File: config.mk
export PLATFORM = sky130hd
export DESIGN_NAME = serial_command_line_parser_flat
export DESIGN_NICKNAME = d
export VERILOG_FILES = /design/src/rtl/core/scl_pkg.sv /design/src/rtl/core/scl_if.sv /design/src/rtl/core/scl_classify.sv /design/src/rtl/core/scl_queue.sv /design/src/rtl/core/scl_exec.sv /design/src/rtl/core/serial_command_line_parser.sv /design/src/flat_wrapper.sv
export SDC_FILE = /design/constraint.sdc
export NUM_CORES = 1
export LEC_CHECK = 0
export ABC_AREA = 1
export BUFFER_PORTS_ARGS = -buffer_cell sky130_fd_sc_hd__buf_2
export CORE_ASPECT_RATIO = 1.25
export CORE_MARGIN = 3
export CORE_UTILIZATION = 61
export CTS_BUF_LIST = sky130_fd_sc_hd__clkbuf_8
export DETAILED_ROUTE_END_ITERATION = 6
export PLACE_DENSITY_LB_ADDON = 0.25
export SLEW_MARGIN = 10
export SYNTH_ARGS = -nofsm -noshare
export SYNTH_HDL_FRONTEND = slang
export SYNTH_SLANG_ARGS = --single-unit
File: constraint.sdc
create_clock -name clock -period 2.2 [get_ports clock]
set_input_delay 0.22 -clock clock [delete_from_list [all_inputs] [get_ports clock]]
set_output_delay 0.22 -clock clock [all_outputs]
set_load 0.01 [all_outputs]
File: src/rtl/core/scl_pkg.sv
package scl_pkg;

   // Character codes the front end recognizes
   localparam logic [7:0] CHAR_EQUALS = 8'h3D;   // '='
   localparam logic [7:0] CHAR_CR     = 8'h0D;   // carriage return
   localparam logic [7:0] CHAR_C      = 8'h43;   // 'C'
   localparam logic [7:0] CHAR_P      = 8'h50;   // 'P'
   localparam logic [7:0] CHAR_D      = 8'h44;   // 'D'
   localparam logic [7:0] CHAR_ZERO   = 8'h30;   // '0'
   localparam logic [7:0] CHAR_COLON  = 8'h3A;   // ':'
   localparam logic [7:0] CHAR_TICK   = 8'h60;   // '`'
   localparam logic [7:0] CHAR_G      = 8'h67;   // 'g'

   // Offset from the low nibble of 'a'..'f' to its hex value
   localparam logic [3:0] LETTER_NIBBLE_OFFSET = 4'd9;
   // Offset from the low nibble of '1'..'9' to the register index
   localparam logic [3:0] DIGIT_INDEX_OFFSET   = 4'd1;

   localparam int CHAR_W  = 8;
   localparam int INDEX_W = 4;
   localparam int VALUE_W = 8;
   localparam int NIB_W   = 4;

   // Keep the depth a power of two so the pointers wrap on their own
   localparam int QUEUE_DEPTH = 2;
   localparam int QPTR_W      = $clog2(QUEUE_DEPTH);
   localparam int QCNT_W      = $clog2(QUEUE_DEPTH + 1);

   typedef enum logic [2:0] {
      CL_EQUALS = 3'd0,
      CL_CR     = 3'd1,
      CL_C      = 3'd2,
      CL_P      = 3'd3,
      CL_D      = 3'd4,
      CL_DIGIT  = 3'd5,
      CL_HEX    = 3'd6,
      CL_OTHER  = 3'd7
   } class_type;

   typedef enum logic [7:0] {
      ST_CMD     = 8'b0000_0001,
      ST_REGNUM  = 8'b0000_0010,
      ST_EQUALS  = 8'b0000_0100,
      ST_UPPER   = 8'b0000_1000,
      ST_LOWER   = 8'b0001_0000,
      ST_CR_REG  = 8'b0010_0000,
      ST_CR_PAGE = 8'b0100_0000,
      ST_CR_UPD  = 8'b1000_0000
   } state_type;

   // One classified character as it travels from front to back
   typedef struct packed {
      class_type          cls;
      logic [NIB_W-1:0]   nibble;
      logic [INDEX_W-1:0] index;
   } entry_type;

endpackage

File: src/rtl/core/scl_if.sv
interface scl_req_if;
   logic                     valid;
   logic                     ready;
   logic [scl_pkg::CHAR_W-1:0] char_code;

   modport source (output valid, output char_code, input ready);
   modport sink   (input valid, input char_code, output ready);
endinterface

interface scl_rsp_if;
   logic                        valid;
   logic                        ready;
   logic                        reg_write;
   logic [scl_pkg::INDEX_W-1:0] reg_index;
   logic [scl_pkg::VALUE_W-1:0] reg_value;
   logic                        page_select;
   logic                        updates_on;
   logic                        command_error;

   modport source (output valid, output reg_write, output reg_index, output reg_value,
                   output page_select, output updates_on, output command_error,
                   input ready);
   modport sink   (input valid, input reg_write, input reg_index, input reg_value,
                   input page_select, input updates_on, input command_error,
                   output ready);
endinterface

File: src/rtl/core/scl_classify.sv
module scl_classify (
   input  logic                         in_valid,
   output logic                         in_ready,
   input  logic [scl_pkg::CHAR_W-1:0]   in_char,
   output logic                         push_valid,
   input  logic                         push_ready,
   output scl_pkg::entry_type           push_entry
);

   scl_pkg::class_type cls;
   logic               is_decimal;

   always_comb begin
      if (in_char == scl_pkg::CHAR_EQUALS)      cls = scl_pkg::CL_EQUALS;
      else if (in_char == scl_pkg::CHAR_CR)     cls = scl_pkg::CL_CR;
      else if (in_char == scl_pkg::CHAR_C)      cls = scl_pkg::CL_C;
      else if (in_char == scl_pkg::CHAR_P)      cls = scl_pkg::CL_P;
      else if (in_char == scl_pkg::CHAR_D)      cls = scl_pkg::CL_D;
      else if (in_char > scl_pkg::CHAR_ZERO && in_char < scl_pkg::CHAR_COLON)
         cls = scl_pkg::CL_DIGIT;
      else if ((in_char > scl_pkg::CHAR_TICK && in_char < scl_pkg::CHAR_G) ||
               in_char == scl_pkg::CHAR_ZERO)
         cls = scl_pkg::CL_HEX;
      else
         cls = scl_pkg::CL_OTHER;
   end

   // '0'..'9' carry their value in the low nibble; 'a'..'f' need an offset
   assign is_decimal = (in_char >= scl_pkg::CHAR_ZERO) && (in_char < scl_pkg::CHAR_COLON);

   always_comb begin
      push_entry.cls    = cls;
      push_entry.nibble = is_decimal ? in_char[3:0]
                                     : in_char[3:0] + scl_pkg::LETTER_NIBBLE_OFFSET;
      push_entry.index  = in_char[3:0] - scl_pkg::DIGIT_INDEX_OFFSET;
   end

   assign push_valid = in_valid;
   assign in_ready   = push_ready;

endmodule

File: src/rtl/core/scl_queue.sv
module scl_queue (
   input  logic               clock,
   input  logic               reset,
   input  logic               push_valid,
   output logic               push_ready,
   input  scl_pkg::entry_type push_entry,
   output logic               pop_valid,
   input  logic               pop_ready,
   output scl_pkg::entry_type pop_entry
);

   scl_pkg::entry_type               slot_ff [scl_pkg::QUEUE_DEPTH];
   logic [scl_pkg::QPTR_W-1:0]       wr_ptr_ff, wr_ptr_in;
   logic [scl_pkg::QPTR_W-1:0]       rd_ptr_ff, rd_ptr_in;
   logic [scl_pkg::QCNT_W-1:0]       count_ff, count_in;
   logic                             do_push, do_pop;

   assign push_ready = (count_ff != scl_pkg::QCNT_W'(scl_pkg::QUEUE_DEPTH));
   assign pop_valid  = (count_ff != '0);
   assign pop_entry  = slot_ff[rd_ptr_ff];

   assign do_push = push_valid && push_ready;
   assign do_pop  = pop_valid && pop_ready;

   always_comb begin
      wr_ptr_in = do_push ? wr_ptr_ff + 1'b1 : wr_ptr_ff;
      rd_ptr_in = do_pop  ? rd_ptr_ff + 1'b1 : rd_ptr_ff;
      case ({do_push, do_pop})
         2'b10:   count_in = count_ff + 1'b1;
         2'b01:   count_in = count_ff - 1'b1;
         default: count_in = count_ff;
      endcase
   end

   always_ff @(posedge clock) begin
      if (reset) begin
         wr_ptr_ff <= '0;
         rd_ptr_ff <= '0;
         count_ff  <= '0;
      end else begin
         wr_ptr_ff <= wr_ptr_in;
         rd_ptr_ff <= rd_ptr_in;
         count_ff  <= count_in;
      end
   end

   always_ff @(posedge clock) begin
      if (do_push) begin
         slot_ff[wr_ptr_ff] <= push_entry;
      end
   end

endmodule

File: src/rtl/core/scl_exec.sv
module scl_exec (
   input  logic               clock,
   input  logic               reset,
   input  logic               pop_valid,
   output logic               pop_ready,
   input  scl_pkg::entry_type pop_entry,
   scl_rsp_if.source          rsp
);

   scl_pkg::state_type            state_ff, state_in;
   logic [scl_pkg::INDEX_W-1:0]   pend_index_ff, pend_index_in;
   logic [scl_pkg::VALUE_W-1:0]   pend_value_ff, pend_value_in;
   logic                          page_ff, page_in;
   logic                          update_ff, update_in;
   logic                          wr, err;
   logic                          is_nibble;

   logic                          out_valid_ff;
   logic                          out_write_ff;
   logic [scl_pkg::INDEX_W-1:0]   out_index_ff;
   logic [scl_pkg::VALUE_W-1:0]   out_value_ff;
   logic                          out_page_ff;
   logic                          out_update_ff;
   logic                          out_error_ff;
   logic                          step;

   // Advance whenever the output register is empty or being drained
   assign pop_ready = !out_valid_ff || rsp.ready;
   assign step      = pop_valid && pop_ready;

   assign is_nibble = (pop_entry.cls == scl_pkg::CL_HEX) || (pop_entry.cls == scl_pkg::CL_DIGIT);

   always_comb begin
      state_in      = scl_pkg::ST_CMD;
      pend_index_in = pend_index_ff;
      pend_value_in = pend_value_ff;
      page_in       = page_ff;
      update_in     = update_ff;
      wr            = 1'b0;
      err           = 1'b0;
      unique case (state_ff)
         scl_pkg::ST_CMD: begin
            case (pop_entry.cls)
               scl_pkg::CL_C: state_in = scl_pkg::ST_REGNUM;
               scl_pkg::CL_P: state_in = scl_pkg::ST_CR_PAGE;
               scl_pkg::CL_D: state_in = scl_pkg::ST_CR_UPD;
               default:       err      = 1'b1;
            endcase
         end
         scl_pkg::ST_REGNUM: begin
            if (pop_entry.cls == scl_pkg::CL_DIGIT) begin
               pend_index_in = pop_entry.index;
               state_in      = scl_pkg::ST_EQUALS;
            end else err = 1'b1;
         end
         scl_pkg::ST_EQUALS: begin
            if (pop_entry.cls == scl_pkg::CL_EQUALS) state_in = scl_pkg::ST_UPPER;
            else err = 1'b1;
         end
         scl_pkg::ST_UPPER: begin
            if (is_nibble) begin
               pend_value_in = {pop_entry.nibble, 4'h0};
               state_in      = scl_pkg::ST_LOWER;
            end else err = 1'b1;
         end
         scl_pkg::ST_LOWER: begin
            if (is_nibble) begin
               pend_value_in = pend_value_ff | {4'h0, pop_entry.nibble};
               state_in      = scl_pkg::ST_CR_REG;
            end else err = 1'b1;
         end
         scl_pkg::ST_CR_REG: begin
            if (pop_entry.cls == scl_pkg::CL_CR) wr = 1'b1;
            else err = 1'b1;
         end
         scl_pkg::ST_CR_PAGE: begin
            if (pop_entry.cls == scl_pkg::CL_CR) page_in = !page_ff;
            else err = 1'b1;
         end
         scl_pkg::ST_CR_UPD: begin
            if (pop_entry.cls == scl_pkg::CL_CR) update_in = !update_ff;
            else err = 1'b1;
         end
         default: begin
            err = 1'b1;
         end
      endcase
   end

   always_ff @(posedge clock) begin
      if (reset) begin
         state_ff      <= scl_pkg::ST_CMD;
         pend_index_ff <= '0;
         pend_value_ff <= '0;
         page_ff       <= 1'b0;
         update_ff     <= 1'b0;
         out_valid_ff  <= 1'b0;
      end else begin
         if (step) begin
            state_ff      <= state_in;
            pend_index_ff <= pend_index_in;
            pend_value_ff <= pend_value_in;
            page_ff       <= page_in;
            update_ff     <= update_in;
            out_valid_ff  <= 1'b1;
         end else if (rsp.ready) begin
            out_valid_ff  <= 1'b0;
         end
      end
   end

   always_ff @(posedge clock) begin
      if (step) begin
         out_write_ff  <= wr;
         out_index_ff  <= wr ? pend_index_ff : '0;
         out_value_ff  <= wr ? pend_value_ff : '0;
         out_page_ff   <= page_in;
         out_update_ff <= update_in;
         out_error_ff  <= err;
      end
   end

   assign rsp.valid         = out_valid_ff;
   assign rsp.reg_write     = out_write_ff;
   assign rsp.reg_index     = out_index_ff;
   assign rsp.reg_value     = out_value_ff;
   assign rsp.page_select   = out_page_ff;
   assign rsp.updates_on    = out_update_ff;
   assign rsp.command_error = out_error_ff;

endmodule

File: src/rtl/core/serial_command_line_parser.sv
// Serial command line parser.
// req_ch carries one received character per transaction (char_code); rsp_ch
// returns exactly one result transaction per character, in order: reg_write
// with reg_index/reg_value for a completed "C<d>=<hh>\r", the page and
// display-update flags after the character, and command_error for a character
// that does not fit the command being parsed.
// Path: a character is classified, held in a queue slot, then stepped by the
// state machine into the output register that drives rsp_ch. Throughput: one
// character per cycle while rsp_ch does not stall, set by the state machine
// step in the back end.
// The front end classifies and pushes into a two-entry queue; the back end
// pops when its output register is empty or being taken. While rsp_ch stalls,
// req_ch keeps accepting until the queue is full, then drops ready.
// Synchronous reset empties the queue and output register, returns the parser
// to the command state and clears the pending register and both flags.
module serial_command_line_parser (
   input  logic        clock,
   input  logic        reset,
   scl_req_if.sink     req_ch,
   scl_rsp_if.source   rsp_ch
);

   logic               push_valid, push_ready;
   scl_pkg::entry_type push_entry;
   logic               pop_valid, pop_ready;
   scl_pkg::entry_type pop_entry;

   // Front: classify the character and work out its nibble and index
   scl_classify u_classify (
      .in_valid   (req_ch.valid),
      .in_ready   (req_ch.ready),
      .in_char    (req_ch.char_code),
      .push_valid (push_valid),
      .push_ready (push_ready),
      .push_entry (push_entry)
   );

   // Decouple front and back so either side can stall on its own
   scl_queue u_queue (
      .clock      (clock),
      .reset      (reset),
      .push_valid (push_valid),
      .push_ready (push_ready),
      .push_entry (push_entry),
      .pop_valid  (pop_valid),
      .pop_ready  (pop_ready),
      .pop_entry  (pop_entry)
   );

   // Back: run the command state machine and hold the result transaction
   scl_exec u_exec (
      .clock      (clock),
      .reset      (reset),
      .pop_valid  (pop_valid),
      .pop_ready  (pop_ready),
      .pop_entry  (pop_entry),
      .rsp        (rsp_ch)
   );

endmodule

File: src/flat_wrapper.sv
// flat-port wrapper written by rule: the top's interface ports become plain ports
module serial_command_line_parser_flat 
  (clock, reset, req_ch_valid, req_ch_char_code, req_ch_ready, rsp_ch_valid, rsp_ch_reg_write, rsp_ch_reg_index, rsp_ch_reg_value, rsp_ch_page_select, rsp_ch_updates_on, rsp_ch_command_error, rsp_ch_ready);
  scl_req_if req_ch_i ();
  scl_rsp_if rsp_ch_i ();
  input  logic clock;
  input  logic reset;
  input wire logic [$bits(req_ch_i.valid)-1:0] req_ch_valid;
  input wire logic [$bits(req_ch_i.char_code)-1:0] req_ch_char_code;
  output wire logic [$bits(req_ch_i.ready)-1:0] req_ch_ready;
  output wire logic [$bits(rsp_ch_i.valid)-1:0] rsp_ch_valid;
  output wire logic [$bits(rsp_ch_i.reg_write)-1:0] rsp_ch_reg_write;
  output wire logic [$bits(rsp_ch_i.reg_index)-1:0] rsp_ch_reg_index;
  output wire logic [$bits(rsp_ch_i.reg_value)-1:0] rsp_ch_reg_value;
  output wire logic [$bits(rsp_ch_i.page_select)-1:0] rsp_ch_page_select;
  output wire logic [$bits(rsp_ch_i.updates_on)-1:0] rsp_ch_updates_on;
  output wire logic [$bits(rsp_ch_i.command_error)-1:0] rsp_ch_command_error;
  input wire logic [$bits(rsp_ch_i.ready)-1:0] rsp_ch_ready;
  assign req_ch_i.valid = req_ch_valid;
  assign req_ch_i.char_code = req_ch_char_code;
  assign req_ch_ready = req_ch_i.ready;
  assign rsp_ch_valid = rsp_ch_i.valid;
  assign rsp_ch_reg_write = rsp_ch_i.reg_write;
  assign rsp_ch_reg_index = rsp_ch_i.reg_index;
  assign rsp_ch_reg_value = rsp_ch_i.reg_value;
  assign rsp_ch_page_select = rsp_ch_i.page_select;
  assign rsp_ch_updates_on = rsp_ch_i.updates_on;
  assign rsp_ch_command_error = rsp_ch_i.command_error;
  assign rsp_ch_i.ready = rsp_ch_ready;
  serial_command_line_parser u_core (.clock(clock), .reset(reset), .req_ch(req_ch_i), .rsp_ch(rsp_ch_i));
endmodule
## Word level (Yosys, flattened, before mapping)

Memory sizes are Yosys's and may differ from the RTL's. A register that Yosys moved wholly into a read port is not among the register bits.
Cells that the tools add are included.

- Register bits after elaboration: 43
- Memory bits (writable): 22
- Output and inout port bits: 18
- Memories: 1

- Add/sub/neg operators: 6
- Magnitude comparators: 5
- Equal/unequal tests: 25
- Multiplexer cells: 36
- Bitwise gates (word level): 1
- Reductions and logical operators: 21

Memory list:

| name | depth | bits a word | read ports | clocked after memory_dff | wr ports | RTL line | text |
|---|---|---|---|---|---|---|---|
| u_core.u_queue.slot_ff | 2 | 11 | 1 | 1 | 1 | scl_queue.sv:12 | `scl_pkg::entry_type slot_ff [scl_pkg::QUEUE_DEPTH];` |

Operators by type and width:

| kind | count |
|---|---|
| 8-bit one-hot mux with 5 select lines | 1 |
| 8-bit by 7-bit equality test with 1-bit output, second input constant | 4 |
| 8-bit by 6-bit equality test with 1-bit output, second input constant | 3 |
| 8-bit one-hot mux with 3 select lines | 1 |
| 1-bit 2-to-1 mux | 18 |
| 8-bit by 4-bit equality test with 1-bit output, second input constant | 2 |
| 8-bit 2-to-1 mux | 2 |
| 8-bit one-hot mux with 2 select lines | 1 |
| 3-bit 2-to-1 mux | 5 |
| 3-bit equality test, second input constant | 3 |
| 8-bit by 1-bit equality test with 1-bit output, second input constant | 1 |
| 8-bit by 2-bit equality test with 1-bit output, second input constant | 1 |
| 8-bit by 3-bit equality test with 1-bit output, second input constant | 1 |
| 8-bit by 5-bit equality test with 1-bit output, second input constant | 1 |
| 8-bit equality test, second input constant | 1 |
| 8-bit by 6-bit >= comparator with 1-bit output, second input constant | 1 |
| 8-bit by 6-bit greater-than comparator with 1-bit output, second input constant | 1 |
| 8-bit by 7-bit greater-than comparator with 1-bit output, second input constant | 1 |
| 8-bit by 6-bit < comparator with 1-bit output, second input constant | 1 |
| 8-bit by 7-bit < comparator with 1-bit output, second input constant | 1 |
| 4-bit 2-to-1 mux | 2 |
| 8-bit by 4-bit OR with 8-bit output | 1 |
| 2-bit nonzero test | 4 |
| 3-bit by 2-bit equality test with 1-bit output, second input constant | 2 |
| other kinds (22) | 35 |

## Longest topological paths before layout

Gate-level depths: netlist of the first run.

- Depth after elaboration: 10
- Depth in mapped cells: 12
- Gate-level depth less buffers: 11

## Hierarchy

A second synthesis of the first run with hierarchy kept.

- Cells, all modules: 347
- Area, all modules: 3342.0 sq um

Modules (own cells, without submodules):

| module | times used | cells each | area an instance (sq um) | seq. area each (sq um) |
|---|---|---|---|---|
| scl_exec | 1 | 211 | 1858.0 | 940.9 |
| scl_queue | 1 | 72 | 1114.8 | 760.7 |
| scl_classify | 1 | 64 | 369.1 | 0.0 |

## Least setup slack after synthesis of the first run

No wires, ideal clock.

- Path kind: reg2reg
- Start point: register u_core.u_queue.count_ff[1] (netlist bit)
- End point: register u_core.u_queue.count_ff[1] (netlist bit)
- Arrival: 1.726 ns
- Path slack: 0.342 ns
- Cell stages (with the launch flop): 8
- Path buffers: 1
- Path through: dfxtp_1 o21ai_2 inv_1 buf_2 ha_1 nor2_1 and3_1 nor3_1

- Longest elaborated chain between the ends: 4
- Elaborated cells between the ends (all ways): 10
- Classes of those cells: add/sub: 2; eq/ne: 3; mux: 1; reduce/logical: 4

RTL lines:

| item | RTL line | text |
|---|---|---|
| start: declaration | scl_queue.sv:15 | `logic [scl_pkg::QCNT_W-1:0] count_ff, count_in;` |
| start signal: assignment | scl_queue.sv:43 | `count_ff <= count_in;` |
| 2-bit nonzero test (*) | scl_queue.sv:19 | `assign pop_valid = (count_ff != '0);` |
| 1-bit logical AND (*) | -- |  |
| via u_core.u_exec.step | scl_exec.sv:25 | `logic step;` |
| 2-bit by 1-bit equality test with 1-bit output or 2-bit equality test (tied branches) | scl_queue.sv:28 | `case ({do_push, do_pop})` |
| 2-bit one-hot mux with 2 select lines or 2-bit nonzero test (tied branches) | -- |  |

The timed path passes the listed nets; every way through them passes the cells marked *.
A chain may end at the register's enable or synchronous reset.

==> metrics.txt, run 1 <==
dominant cell type by area after synthesis sky130_fd_sc_hd__edfxtp_1; most common library cell in the layout ignoring fill and taps sky130_fd_sc_hd__nand2_1; synthesized area per cell 8.67 um^2; Area growth syn-to-layout 14.5%; post-route DRC violation count 0; total negative slack 0 ns; number of search-and-repair iterations in the first detailed-routing pass 4; CP endpoint kind flop; post-CTS setup buffers 0; part of the Yosys area used for sequential elements 0.553; clock tree root driver cell sky130_fd_sc_hd__clkbuf_8; total power divided by cell area 1190 nW/um^2; detailed-route wire length 5470 um; Hold Path Stages 4; Yosys warning total 0; flop2flop setup slack 0.52 ns; full die area 5940 um^2; setup violation total in the final timing report 0; number of cells upsized or downsized after cts 0; beginning of the worst hold path rsp_ch_ready; Max IR drop VDD 0.768 mV; largest net degree at the start of global routing 32; arrival time of data at the critical path endpoint 1.87 ns; total number of vias 2352; Fill cells 383; initial DRC count 190; CTS tree built; GRT Residual Overflow 0; net count of the mapped netlist 372; status finished, final reports clean; stage delay of the slowest cell on the critical path 0.36 ns; CTS sink cnt 66; average wire length per cell after detail routing 12.0 um; Period Utilization, post-route 0.762; hold-critical path endpoint u_core.u_exec.rsp.valid; overall global routing resource usage 0.200; critical path class flop to flop; min Tclk post-route 1.68 ns; total core area 4800 um^2; number of standard-cell rows in the floorplan 28; Worst Tran Pin Value 0.437 ns; worst endpoint required time 2.40 ns; fraction of final layout cells with drive strength greater than 1 0.164; fin. max-slew vios 0; x dimension of the die 69.5 um; highest-delay cell along the critical path sky130_fd_sc_hd__dfxtp_1; synthesized instance count 355; # nets final 409; cells taking the most area after synthesis sky130_fd_sc_hd__edfxtp_1, sky130_fd_sc_hd__dfxtp_1, sky130_fd_sc_hd__nand2_1; detailed placement HPWL 3960 um; initial antenna violation count 0; Clock H-tree levels 3; count of inserted antenna diode cells 0; count of maximum capacitance violations 0; die span in y 85.4 um; total power draw 4.19 mW; Synth top area share 0.371; number of I/O port buffers 29; number of hold buffers added after cts 0; total CTS buffers 9; via count of the first global-routing pass 2227; setup repair after global routing missed its margin no; via density per instance 5.15; number of nets with antenna violations after routing 0; first-pass GRT wire length 9320 um; area taken by multi-input logic gates 1130 um^2; Top delay family on crit path simple AND/OR/NAND/NOR gates; maximum frequency from static timing analysis 0.597 GHz; initial core utilization 0.642; clock-pin slew of the registers on the worst-case setup and hold paths 0.07 ns; top library cells by usage in the layout, fill and taps aside sky130_fd_sc_hd__nand2_1, sky130_fd_sc_hd__inv_1, sky130_fd_sc_hd__nor2_1, sky130_fd_sc_hd__edfxtp_1, sky130_fd_sc_hd__buf_2; worst-case headroom to the max-slew limit 0.708; startpoint types flop; weighted congestion reported at the end of routability-driven placement 0.847; Distinct cells, synth 31; final-report hold violation count 0; clock network latency to the later pin of the worst-skew pair 0.34 ns; largest fanout on the critical path 13; number of top-level pins 30; Crit path buffers/inverters 3; synthesized area 3080 um^2; series of cell instances along the critical path inv_2 -> nand2_1 -> nand2_1 -> nand2_1 -> nor2_2 -> inv_2 -> nor2_4 -> inv_2 -> nor2_1; class of the most critical hold timing path primary input to flop; Leak Pwr 1.48 nW; end of the worst register-to-register path u_core.u_exec.rsp.reg_index[1]; register area 1700 um^2; Yosys reg bits 66; clock skew after layout 0.0127 ns; number of buffers on the longest clock path 2; reg2reg path depth 9
[worst max path at each step]
| stage | slack [ns] | end | cells past startpoint |
|---|---|---|---|
| finish | 0.52 | u_core.u_exec.rsp.reg_index[1] | 9 |
| global route | 0.36 | u_core.u_exec.pend_value_ff[1] | 6 |
| CTS | 0.53 | u_core.u_exec.rsp.reg_index[1] | 9 |
| detailed placement | 0.57 | u_core.u_exec.pend_value_ff[1] | 6 |
| global placement | 0.64 | u_core.u_queue.count_ff[1] | 6 |
| floorplan | 0.34 | u_core.u_queue.count_ff[1] | 7 |
[cells by family (layout without fill, tap and decap cells)]
logic type      Yosys count  count (layout)  synth area share
compound gates           50              50            0.0890
xor+xnor                  4               4            0.0114
fa+ha+maj                 5               5            0.0203
buf+inv                  60             102            0.0796
flops                    66              66             0.553
simple gates            170             170             0.247
[worst register-to-register path, stage by stage (launching register included)]
cell	delay, ns
sky130_fd_sc_hd__dfxtp_1	0.36
sky130_fd_sc_hd__inv_2	0.20
sky130_fd_sc_hd__nand2_1	0.07
sky130_fd_sc_hd__nand2_1	0.16
sky130_fd_sc_hd__nand2_1	0.11
sky130_fd_sc_hd__nor2_2	0.19
sky130_fd_sc_hd__inv_2	0.10
sky130_fd_sc_hd__nor2_4	0.14
sky130_fd_sc_hd__inv_2	0.11
sky130_fd_sc_hd__nor2_1	0.11
[registers in the layout, summed over array words and instances, names as in the netlist, 2 cells and up, named ones only]
register and cells:
u_core.u_queue.slot_ff 22, u_core.u_exec.pend_value_ff 8, u_core.u_exec.rsp.reg_value 8, u_core.u_exec.state_ff 8, u_core.u_exec.pend_index_ff 4, u_core.u_exec.rsp.reg_index 4, u_core.u_queue.count_ff 2
[layer usage]
metal,wire length [um],global-route usage,vias up
met5,0,0,-
met1,2240,0.203,1049
li1,-,-,1230
met2,2840,0.358,56
met3,221,0.0569,17
met4,167,0.126,0
[synthesized netlist by cell type]
cell                        number
sky130_fd_sc_hd__edfxtp_1       38
sky130_fd_sc_hd__o31ai_1         1
sky130_fd_sc_hd__nor2_1         44
sky130_fd_sc_hd__nand4_4         1
sky130_fd_sc_hd__and3_1          1
sky130_fd_sc_hd__nand2_1        82
sky130_fd_sc_hd__o211ai_1        1
sky130_fd_sc_hd__o21ai_0        11
sky130_fd_sc_hd__nor2_2          1
sky130_fd_sc_hd__ha_1            5
sky130_fd_sc_hd__dfxtp_1        28
sky130_fd_sc_hd__nand3_2         1
sky130_fd_sc_hd__nor2_4          2
sky130_fd_sc_hd__nand4_1         8
sky130_fd_sc_hd__xor2_1          4
sky130_fd_sc_hd__buf_6           2
sky130_fd_sc_hd__o21ai_1         5
sky130_fd_sc_hd__nand2_4         2
sky130_fd_sc_hd__clkbuf_1        3
sky130_fd_sc_hd__nand2_2         7
sky130_fd_sc_hd__o2111ai_1       1
sky130_fd_sc_hd__nor3_1          4
sky130_fd_sc_hd__buf_4           1
sky130_fd_sc_hd__nand3_1        17
sky130_fd_sc_hd__inv_2           3
sky130_fd_sc_hd__o41ai_1         1
sky130_fd_sc_hd__buf_2           1
sky130_fd_sc_hd__o21ai_2         1
sky130_fd_sc_hd__inv_1          50
sky130_fd_sc_hd__o21bai_1        3
sky130_fd_sc_hd__a21oi_1        26
[area by class of cell]
cell class,instances,share of cell area
inverters,53,0.0564
clock inverters,6,0.0302
repair buffers,33,0.0497
well taps,60,0.0213
clock buffers,10,0.0390
multi-input cells,229,0.321
flip-flops and latches,66,0.482
[where the power goes]
part / internal, mW / switching (mW) / total (mW) / leakage (nW)
sequential: 1.64 / 0.111 / 1.75 / 0.577
clock: 0.777 / 0.431 / 1.21 / 0.125
combinational: 0.391 / 0.841 / 1.23 / 0.776
[per-stage QoR]
step	hold WS, ns	std cells	instance area [um^2]	util	worst slack (ns)
finish	0.175	457	3530	0.735	0.524
global route	0.211	457	3530	0.735	0.356
CTS	0.163	457	3530	0.735	0.532
detailed placement	0.447	441	3280	0.684	0.575
global placement	0.438	441	3280	0.684	0.637
floorplan	0.412	355	3080	-	0.342
No activity file was read; power rests on OpenSTA's default activity.
==> inputs of run 2 (changes only) <==
==> constraint.sdc (replaced) <==
create_clock -name clock -period 1.7 [get_ports clock]
set_input_delay 0.17 -clock clock [delete_from_list [all_inputs] [get_ports clock]]
set_output_delay 0.17 -clock clock [all_outputs]
set_load 0.01 [all_outputs]
==> run 2 against run 1 <==
Net effect: core utilization is 0.078 points lower; setup slack worse by 0.36 ns; sequential power increased by 31%; first-iteration DRC count down 5.3%; cell count grew 0.44%; clock power up 7%; non-clock buffer count grew 2; critical path depth shrank 2; critical path type unchanged; total power is 26% higher; maximum frequency is 9.2% higher.
==> metrics.txt, run 2 (synthesis gave the netlist of run 1 again) <==
worst-case headroom to the max-slew limit 0.710 (was 0.708); Post-Place Setup Slack 0.0985 ns (was 0.575 ns); arrival time of data at the critical path endpoint 1.76 ns (was 1.87 ns); die span in y 85.4 um (unchanged); detailed-route wire length 5550 um (was 5470 um); fraction of final layout cells with drive strength greater than 1 0.180 (was 0.164); CP endpoint kind flop (unchanged); critical path class flop to flop (unchanged); number of search-and-repair iterations in the first detailed-routing pass 4 (unchanged); CTS sink cnt 66 (unchanged); Period Utilization, post-route 0.903 (was 0.762); largest fanout on the critical path 4 (was 13); weighted congestion reported at the end of routability-driven placement 0.846 (was 0.847); cell area reported after detailed placement 3320 um^2 (was 3280 um^2); count of inserted antenna diode cells 0 (unchanged); clock skew after layout 0.0125 ns (was 0.0127 ns); total power divided by cell area 1500 nW/um^2 (was 1190 nW/um^2); min Tclk post-route 1.53 ns (was 1.68 ns); status finished, final reports clean (unchanged); top library cells by usage in the layout, fill and taps aside sky130_fd_sc_hd__nand2_1, sky130_fd_sc_hd__inv_1, sky130_fd_sc_hd__nor2_1, sky130_fd_sc_hd__edfxtp_1, sky130_fd_sc_hd__buf_2 (unchanged); fin. max-slew vios 0 (unchanged); area taken by multi-input logic gates 1140 um^2 (was 1130 um^2); Fill cells 364 (was 383); number of nets with antenna violations after routing 0 (unchanged); setup violation total in the final timing report 0 (unchanged); Clock H-tree levels 3 (unchanged); total core area 4800 um^2 (unchanged); first-pass GRT wire length 9520 um (was 9320 um); highest-delay cell along the critical path sky130_fd_sc_hd__dfxtp_1 (unchanged); total CTS buffers 9 (unchanged); # nets final 411 (was 409); number of top-level pins 30 (unchanged); most flop-heavy register u_core.u_queue.slot_ff (unchanged); class of the most critical hold timing path primary input to flop (unchanged); Area growth syn-to-layout 14.4% (was 14.5%); overall global routing resource usage 0.204 (was 0.200); number of hold buffers added after cts 0 (unchanged); via count of the first global-routing pass 2256 (was 2227); CTS tree built (unchanged); Max IR drop VDD 1.36 mV (was 0.768 mV); GRT Residual Overflow 0 (unchanged); flip-flop count of the largest register, all copies and words added 22 (unchanged); number of standard-cell rows in the floorplan 28 (unchanged); count of maximum capacitance violations 0 (unchanged); maximum frequency from static timing analysis 0.652 GHz (was 0.597 GHz); most common library cell in the layout ignoring fill and taps sky130_fd_sc_hd__nand2_1 (unchanged); worst endpoint required time 1.93 ns (was 2.40 ns); initial core utilization 0.642 (unchanged); final-report hold violation count 0 (unchanged); cell mode on critical path sky130_fd_sc_hd__nand2_1; number of I/O port buffers 29 (unchanged); startpoint types flop (unchanged); number of buffers on the longest clock path 2 (unchanged); Leak Pwr 1.46 nW (was 1.48 nW); initial antenna violation count 0 (unchanged); clock tree root driver cell sky130_fd_sc_hd__clkbuf_8 (unchanged); register area 1700 um^2 (about the same); total number of vias 2396 (was 2352); post-route DRC violation count 0 (unchanged); full die area 5940 um^2 (unchanged); Setup WS post-layout 0.166 ns (was 0.524 ns); area of all placed cells without fillers 3520 um^2 (was 3530 um^2); setup repair after global routing missed its margin no (unchanged); largest net degree at the start of global routing 32 (unchanged); Worst Tran Pin Value 0.435 ns (was 0.437 ns); x dimension of the die 69.5 um (unchanged); detailed placement HPWL 4090 um (was 3960 um); via density per instance 5.22 (was 5.15); Post-Route Utilization 0.734 (was 0.735); post-CTS setup buffers 0 (unchanged); series of cell instances along the critical path inv_1 -> nand2_1 -> nand2_1 -> ha_1 -> nor2_1 -> and3_1 -> nor3_1 (was inv_2 -> nand2_1 -> nand2_1 -> nand2_1 -> nor2_2 -> inv_2 -> nor2_4 -> inv_2 -> nor2_1); stage delay of the slowest cell on the critical path 0.42 ns (was 0.36 ns); clock network latency to the later pin of the worst-skew pair 0.35 ns (was 0.34 ns); total negative slack 0 ns (unchanged); initial DRC count 180 (was 190); clock-pin slew of the registers on the worst-case setup and hold paths 0.07 ns (about the same); average wire length per cell after detail routing 12.1 um (was 12.0 um)
==> run 2: layout make-up <==
cell class | instances | area share
multi-input cells | 229 | 0.324
flip-flops and latches | 66 | 0.483
clock inverters | 7 | 0.0220
clock buffers | 9 | 0.0352
inverters | 53 | 0.0565
well taps | 60 | 0.0213
repair buffers | 35 | 0.0575
==> run 2: path summary, 6_finish.rpt <==
kind | start | to | slack, ns | cells past startpoint
hold / removal | req_ch_valid | u_core.u_queue.wr_ptr_ff | 0.14 | 3
setup reg to reg | u_core.u_queue.count_ff[0] | u_core.u_queue.count_ff[1] | 0.17 | 7
setup / recovery | u_core.u_queue.count_ff[0] | u_core.u_queue.count_ff[1] | 0.17 | 7
hold reg to reg | u_core.u_queue.rd_ptr_ff | flop | 0.46 | 1
==> run 2: what timing repair did <==
item | in CTS | in global routing
hold endpoints to repair | 0 | 0
endpoints found under the setup margin | 0 | 17
gates resized for setup | 0 | 2
==> run 2: routing by layer <==
layer	global-route usage	vias up	part of all wire
met5	0	-	0
met4	0.112	0	0.023
met3	0.0557	13	0.052
met2	0.352	59	0.51
met1	0.228	1084	0.41
li1	-	1240	-
==> run 2: critical path: cells and delay by family, from the launching register on <==
family | cells | cell delay, ns
buf+inv | 1 | 0.10
simple gates | 5 | 0.58
flops | 1 | 0.42
fa+ha+maj | 1 | 0.32
==> run 2: power breakdown <==
part / switching [mW] / internal, mW / leakage (nW)
Sequential: 0.160 / 2.13 / 0.577
Combinational: 1.10 / 0.596 / 0.789
Clock: 0.615 / 0.686 / 0.0964
==> run 2: stage by stage <==
| step | hold WS (ns) | power (mW) | instances |
|---|---|---|---|
| after floorplan | 0.362 | 3.47 | 355 |
| after global placement | 0.437 | 3.94 | 443 |
| after detailed placement | 0.448 | 4.00 | 443 |
| after CTS | 0.138 | 5.29 | 459 |
| after global routing | 0.136 | 5.62 | 459 |
| final | 0.143 | 5.28 | 459 |
